File: config.mk
export PLATFORM = sky130hd
export DESIGN_NAME = sorted_key_list_flat
export DESIGN_NICKNAME = d
export VERILOG_FILES = /design/src/rtl/skl_pkg.sv /design/src/rtl/skl_if.sv /design/src/rtl/skl_cell.sv /design/src/rtl/sorted_key_list.sv /design/src/flat_wrapper.sv
export SDC_FILE = /design/constraint.sdc
export NUM_CORES = 2
export LEC_CHECK = 0
export BUFFER_PORTS_ARGS = -buffer_cell sky130_fd_sc_hd__buf_2
export CAP_MARGIN = 20
export CORE_MARGIN = 2
export CORE_UTILIZATION = 25
export DETAILED_ROUTE_END_ITERATION = 8
export PLACE_DENSITY_LB_ADDON = 0.05
export RECOVER_POWER = 100
export SLEW_MARGIN = 40
export SYNTH_ARGS = -nofsm -noshare
export SYNTH_HDL_FRONTEND = slang
export SYNTH_SLANG_ARGS = --single-unit
File: constraint.sdc
create_clock -name clk -period 8.4 [get_ports clk]
set_input_delay 0.84 -clock clk [delete_from_list [all_inputs] [get_ports clk]]
set_output_delay 0.84 -clock clk [all_outputs]
set_load 0.01 [all_outputs]
File: src/rtl/skl_pkg.sv
package skl_pkg;

    localparam int CAPACITY  = 16;
    localparam int KEY_WIDTH = 32;
    localparam int TAG_WIDTH = 8;

    typedef enum logic [1:0] {
        FUNC_INSERT = 2'd0,
        FUNC_REMOVE = 2'd1,
        FUNC_FIND   = 2'd2,
        FUNC_NOP    = 2'd3
    } func_t;

    typedef enum logic [1:0] {
        ST_OK        = 2'd0,
        ST_NOT_FOUND = 2'd1,
        ST_FULL      = 2'd2
    } status_t;

    typedef struct packed {
        logic                 valid;
        logic [KEY_WIDTH-1:0] key;
        logic [TAG_WIDTH-1:0] tag;
    } entry_t;

    typedef struct packed {
        logic                 ins;
        logic                 rem;
        logic [KEY_WIDTH-1:0] key;
        logic [TAG_WIDTH-1:0] tag;
    } cmd_t;

    typedef struct packed {
        logic                 hit;
        logic                 found;
        logic [TAG_WIDTH-1:0] tag;
    } scan_t;

endpackage

File: src/rtl/skl_if.sv
interface skl_req_if;
    logic                           valid;
    logic                           ready;
    logic [1:0]                     func;
    logic [skl_pkg::KEY_WIDTH-1:0]  entry_key;
    logic [skl_pkg::TAG_WIDTH-1:0]  entry_tag;

    modport source (output valid, func, entry_key, entry_tag, input ready);
    modport sink   (input valid, func, entry_key, entry_tag, output ready);
endinterface

interface skl_rsp_if;
    logic                           valid;
    logic                           ready;
    logic [1:0]                     status;
    logic [skl_pkg::TAG_WIDTH-1:0]  found_tag;

    modport source (output valid, status, found_tag, input ready);
    modport sink   (input valid, status, found_tag, output ready);
endinterface

File: src/rtl/skl_cell.sv
module skl_cell (
    input  logic             clk,
    input  logic             rst_n,
    input  skl_pkg::cmd_t    cmd,
    input  skl_pkg::entry_t  left_entry,
    input  logic             left_gt,
    input  skl_pkg::entry_t  right_entry,
    input  skl_pkg::scan_t   scan_in,
    output skl_pkg::entry_t  entry,
    output logic             gt,
    output skl_pkg::scan_t   scan_out
);

    skl_pkg::entry_t entry_reg;
    skl_pkg::entry_t entry_next;
    logic            match;
    logic            eq;

    assign entry = entry_reg;

    always_comb
    begin
        gt    = !entry_reg.valid || ($signed(entry_reg.key) > $signed(cmd.key));
        match = entry_reg.valid && (entry_reg.tag == cmd.tag);
        eq    = entry_reg.valid && (entry_reg.key == cmd.key);

        scan_out.hit   = scan_in.hit | match;
        scan_out.found = scan_in.found | eq;
        if (scan_in.found)
        begin
            scan_out.tag = scan_in.tag;
        end
        else if (eq)
        begin
            scan_out.tag = entry_reg.tag;
        end
        else
        begin
            scan_out.tag = '0;
        end

        entry_next = entry_reg;
        if (cmd.ins && gt)
        begin
            // take the new entry at the insertion point, shift right behind it
            if (left_gt)
            begin
                entry_next = left_entry;
            end
            else
            begin
                entry_next.valid = 1'b1;
                entry_next.key   = cmd.key;
                entry_next.tag   = cmd.tag;
            end
        end
        else if (cmd.rem && (scan_in.hit || match))
        begin
            entry_next = right_entry;
        end
    end

    always_ff @(posedge clk or negedge rst_n)
    begin
        if (!rst_n)
        begin
            entry_reg.valid <= 1'b0;
        end
        else
        begin
            entry_reg <= entry_next;
        end
    end

endmodule

File: src/rtl/sorted_key_list.sv
// Sorted key list: a row of cells kept in ascending signed key order.
// Result: registered from the accepted request transaction and held until taken.
// Throughput: one transaction per cycle unless a response is stalled; every
// cell checks the broadcast request; the first-match scan ripples along the row.
// Reset: all cells invalid (empty list), no response pending.
module sorted_key_list (
    input  logic      clk,
    input  logic      rst_n,
    skl_req_if.sink   req,
    skl_rsp_if.source rsp
);

    localparam int N = skl_pkg::CAPACITY;

    skl_pkg::entry_t  entry_w [N];
    logic             gt_w    [N];
    skl_pkg::scan_t   scan_w  [N+1];
    skl_pkg::cmd_t    cmd;
    skl_pkg::func_t   func;
    skl_pkg::status_t status_next;
    logic [skl_pkg::TAG_WIDTH-1:0] tag_next;
    logic             fire;
    logic             full;

    logic                          out_valid_reg;
    skl_pkg::status_t              status_reg;
    logic [skl_pkg::TAG_WIDTH-1:0] tag_reg;

    assign func      = skl_pkg::func_t'(req.func);
    assign req.ready = !out_valid_reg || rsp.ready;
    assign fire      = req.valid && req.ready;
    assign full      = entry_w[N-1].valid;
    assign scan_w[0] = '0;

    always_comb
    begin
        cmd.ins = fire && (func == skl_pkg::FUNC_INSERT) && !full;
        cmd.rem = fire && (func == skl_pkg::FUNC_REMOVE);
        cmd.key = req.entry_key;
        cmd.tag = req.entry_tag;
    end

    genvar i;
    generate
        for (i = 0; i < N; i++)
        begin : g_cell
            skl_pkg::entry_t left_e;
            skl_pkg::entry_t right_e;
            logic            left_g;

            if (i == 0)
            begin : g_first
                assign left_e = '0;
                assign left_g = 1'b0;
            end
            else
            begin : g_mid
                assign left_e = entry_w[i-1];
                assign left_g = gt_w[i-1];
            end

            if (i == N-1)
            begin : g_last
                assign right_e = '0;
            end
            else
            begin : g_inner
                assign right_e = entry_w[i+1];
            end

            skl_cell u_cell (
                .clk         (clk),
                .rst_n       (rst_n),
                .cmd         (cmd),
                .left_entry  (left_e),
                .left_gt     (left_g),
                .right_entry (right_e),
                .scan_in     (scan_w[i]),
                .entry       (entry_w[i]),
                .gt          (gt_w[i]),
                .scan_out    (scan_w[i+1])
            );
        end
    endgenerate

    always_comb
    begin
        status_next = skl_pkg::ST_OK;
        tag_next    = '0;
        unique case (func)
            skl_pkg::FUNC_INSERT:
            begin
                status_next = full ? skl_pkg::ST_FULL : skl_pkg::ST_OK;
            end
            skl_pkg::FUNC_REMOVE:
            begin
                status_next = scan_w[N].hit ? skl_pkg::ST_OK : skl_pkg::ST_NOT_FOUND;
            end
            skl_pkg::FUNC_FIND:
            begin
                status_next = scan_w[N].found ? skl_pkg::ST_OK : skl_pkg::ST_NOT_FOUND;
                tag_next    = scan_w[N].tag;
            end
            default:
            begin
                status_next = skl_pkg::ST_OK;
            end
        endcase
    end

    always_ff @(posedge clk or negedge rst_n)
    begin
        if (!rst_n)
        begin
            out_valid_reg <= 1'b0;
        end
        else if (fire)
        begin
            out_valid_reg <= 1'b1;
        end
        else if (rsp.ready)
        begin
            out_valid_reg <= 1'b0;
        end
    end

    always_ff @(posedge clk)
    begin
        if (fire)
        begin
            status_reg <= status_next;
            tag_reg    <= tag_next;
        end
    end

    assign rsp.valid     = out_valid_reg;
    assign rsp.status    = status_reg;
    assign rsp.found_tag = tag_reg;

endmodule
File: src/flat_wrapper.sv
// flat-port wrapper written by rule: the top's interface ports become plain ports
module sorted_key_list_flat 
  (clk, rst_n, req_valid, req_func, req_entry_key, req_entry_tag, req_ready, rsp_valid, rsp_status, rsp_found_tag, rsp_ready);
  skl_req_if req_i ();
  skl_rsp_if rsp_i ();
  input  logic clk;
  input  logic rst_n;
  input wire logic [$bits(req_i.valid)-1:0] req_valid;
  input wire logic [$bits(req_i.func)-1:0] req_func;
  input wire logic [$bits(req_i.entry_key)-1:0] req_entry_key;
  input wire logic [$bits(req_i.entry_tag)-1:0] req_entry_tag;
  output wire logic [$bits(req_i.ready)-1:0] req_ready;
  output wire logic [$bits(rsp_i.valid)-1:0] rsp_valid;
  output wire logic [$bits(rsp_i.status)-1:0] rsp_status;
  output wire logic [$bits(rsp_i.found_tag)-1:0] rsp_found_tag;
  input wire logic [$bits(rsp_i.ready)-1:0] rsp_ready;
  assign req_i.valid = req_valid;
  assign req_i.func = req_func;
  assign req_i.entry_key = req_entry_key;
  assign req_i.entry_tag = req_entry_tag;
  assign req_ready = req_i.ready;
  assign rsp_valid = rsp_i.valid;
  assign rsp_status = rsp_i.status;
  assign rsp_found_tag = rsp_i.found_tag;
  assign rsp_i.ready = rsp_ready;
  sorted_key_list u_core (.clk(clk), .rst_n(rst_n), .req(req_i), .rsp(rsp_i));
endmodule
==> impl_metrics.tcl <==
set metrics [dict create \
    run_status "finished, violations left" \
    violations "DRC, capacitance limit, slew limit" \
    cts_hold_buf 0 \
    period_share 0.833 \
    p_int_mw 7.00 \
    crit_path_frequent_cell "clkbuf_1" \
    fin_nets 5277 \
    final_layout_size_suffix_gt1_frac 0.0839 \
    grt_first_pass_wirelength_um 290000 \
    synthCells 4794 \
    syn_area_sq_um 47200 \
    worst-path-max-fanout 40 \
    rows 159 \
    cts_tree "done" \
    syn_nets 5320 \
    crit_chain "clkbuf_1 -> inv_1 -> clkbuf_1 -> ha_1 -> nand4_1 -> nor3_1 -> a2111oi_0 -> o22ai_1 -> nand2_1 -> o211ai_1 -> nand3_4 -> a21boi_4 -> clkbuf_2" \
    vias 37100 \
    synthMuxAreaShare 0.121 \
    tightest_slew_ns 2.06 \
    yosysSeqAreaShare 0.422 \
    mostFrequentLayoutCell "edfxtp_1" \
    max_stage_delay_ns 1.16 \
    die_w_um 439 \
    ant_nets 0 \
    wl_per_cell_um 27.7 \
    setup_viol 0 \
    power_density_nw_per_um2 191 \
    cts.clk_slew.worst_paths_ns 0.05 \
    cts-root-buf "clkbuf_16" \
    yosysTopAreaCell "edfxtp_1" \
    die-area_sq_um 192000 \
    cts_max_level 3 \
    fmax_mhz 143 \
    cap_violations 13 \
    synth_cell_types 72 \
    largest_reg_flops 656 \
    synthAdderAreaFrac 0.127 \
    path_buf_inv 4 \
    ys_warn_count 0 \
    synth-edff-count 650 \
    postCtsSetupRepairBufs 0 \
    pwr-share-seq 0.386 \
    grt_max_degree 84 \
    start_util 0.251 \
    swShare 0.317 \
    drv_slew 502 \
    wirelength_um 203000 \
    clkSinkCount 667 \
    worstSkewPairLatency_ns 0.73 \
    cts_buffers 94 \
    path_delay_family "buffers and inverters" \
    min_path_type "in2reg" \
    grt_usage 0.207 \
    synth_seq_cells 667 \
    start_kind "input pin" \
    cts_resized 0 \
    utilization 0.286 \
    synth_top_area_frac 0.413 \
    critPathRequiredTime_ns 8.71 \
    p_leak_nw 21.3 \
    synth_xor_area_frac 0.0297 \
    die_height_um 439 \
    async_reset_ff_frac 0.0255 \
    portBuffers 57 \
    hold_viol 0 \
    fin_crit_ns 7.00 \
    synth_compound_area_frac 0.137 \
    avgSynthCellArea_sq_um 9.85 \
    core-area_sq_um 188000 \
    fill_cells 20000 \
    dr.pass1.iters 8 \
    p_switching_mw 3.24 \
    max-vdd-ir-drop_v 0.000142 \
    synthToLayoutAreaGrowth_pct 13.8 \
    overflow 0 \
    rsz0062_at_grt "no" \
    drt_iter0_drc 2446 \
    grt_pass1_vias 37700 \
    grt_antenna_before_repair 7 \
    finClkSkew_ns 0.0446 \
    combPwrFrac 0.205 \
    pin_count 58 \
    globalplace.congestion 0.850 \
    worstPathArrival_ns 7.30 \
    clock_path_buffers 3 \
    yosys_most_used_dff "edfxtp_1" \
    endpoint_kind "flop" \
    crit_type "in2reg" \
    dp_hpwl_um 154000 \
    clockPowerShare 0.409 \
    final.setup.tns_ns 0 \
    worst_slew_margin_rel -0.390 \
    via_per_inst 5.07 \
    synth.area.top_cells "edfxtp_1 (41%), ha_1 (13%), mux2i_1 (11%)" \
    layout_common_cells "edfxtp_1 (650), mux2i_1 (518), nand2_1 (509)" \
    r2r_slack_ns 2.37 \
    synth_top_family_by_area "compound AO/OA/AOI/OAI gates" \
    slowest_stage "clkbuf_2" \
    route.detailed.drc 14 \
    yosys.area_share.simple 0.129 \
]
stage by stage:
| stage | setup slack [ns] | power (mW) | cell area (sq um) | hold WS [ns] | cells |
|---|---|---|---|---|---|
| final | 1.40 | 10.2 | 53700 | 0.332 | 7325 |
| after global routing | 1.18 | 10.7 | 53700 | 0.307 | 7322 |
| after CTS | 2.65 | 10.4 | 53900 | 0.125 | 7321 |
| after detailed placement | 1.88 | 6.15 | 50800 | 0.527 | 7149 |
| after global placement | 1.33 | 6.14 | 50700 | 0.518 | 7147 |
| after floorplan | 1.37 | 5.36 | 47200 | 0.522 | 4794 |
cell families after synthesis:
| kind of cell | count (synthesis) |
|---|---|
| flops | 667 |
| xor+xnor | 160 |
| simple gates | 1374 |
| compound gates | 1143 |
| buf+inv | 405 |
| fa+ha+maj | 480 |
| mux | 565 |
layout make-up:
type	count	area (sq um)	area share
inverters	79	297	0.00552
diodes	3	7.51	0.000140
repair buffers	187	1290	0.0240
well taps	2495	3120	0.0581
multi-input cells	3722	26000	0.483
clock buffers	118	2540	0.0472
flip-flops and latches	667	19900	0.371
clock inverters	54	556	0.0103
Yosys cell counts, drive strengths merged (47+ instances only):
master,number
a31oi,54
ha,480
edfxtp,650
inv,79
xor2,105
nand4,86
nor2,470
a21oi,415
buf,77
mux2,47
nand2,511
clkbuf,249
o21ai,448
mux2i,518
nand3,87
xnor2,55
a21o,47
metal layers:
layer,vias up,routed length [um],GRT usage,part of all wire
met4,2,4210,0.0412,0.021
met1,18600,99000,0.296,0.49
li1,17700,-,-,-
met2,608,93600,0.337,0.46
met3,185,6050,0.0213,0.030
met5,-,12,0,0.000059
power groups by stage:
stage / clock, mW / combinational, mW / sequential (mW)
3_5_place_dp: 0 / 2.12 / 4.03
5_1_grt: 4.42 / 2.32 / 3.97
4_1_cts: 4.32 / 2.13 / 3.96
3_3_place_gp: 0 / 2.11 / 4.03
6_report: 4.19 / 2.10 / 3.96
2_1_floorplan: 0 / 1.45 / 3.91
worst paths after layout:
| check | start | to | cells after the start |
|---|---|---|---|
| worst max-delay path | req_entry_key[14] | u_core.g_cell[3].u_cell.entry[19] | 13 |
| worst min-delay path | req_valid | u_core.rsp.valid | 2 |
| worst max register to register | u_core.g_cell[14].u_cell.entry[39] | u_core.g_cell[14].u_cell.entry[18] | 10 |
| worst min register to register | u_core.rsp.valid | u_core.rsp.valid | 2 |
| max in group asynchronous | rst_n | u_core.g_cell[1].u_cell.entry[40] | 2 |
| min in group asynchronous | rst_n | u_core.rsp.valid | 2 |
Power figures use the tool's default switching activity.
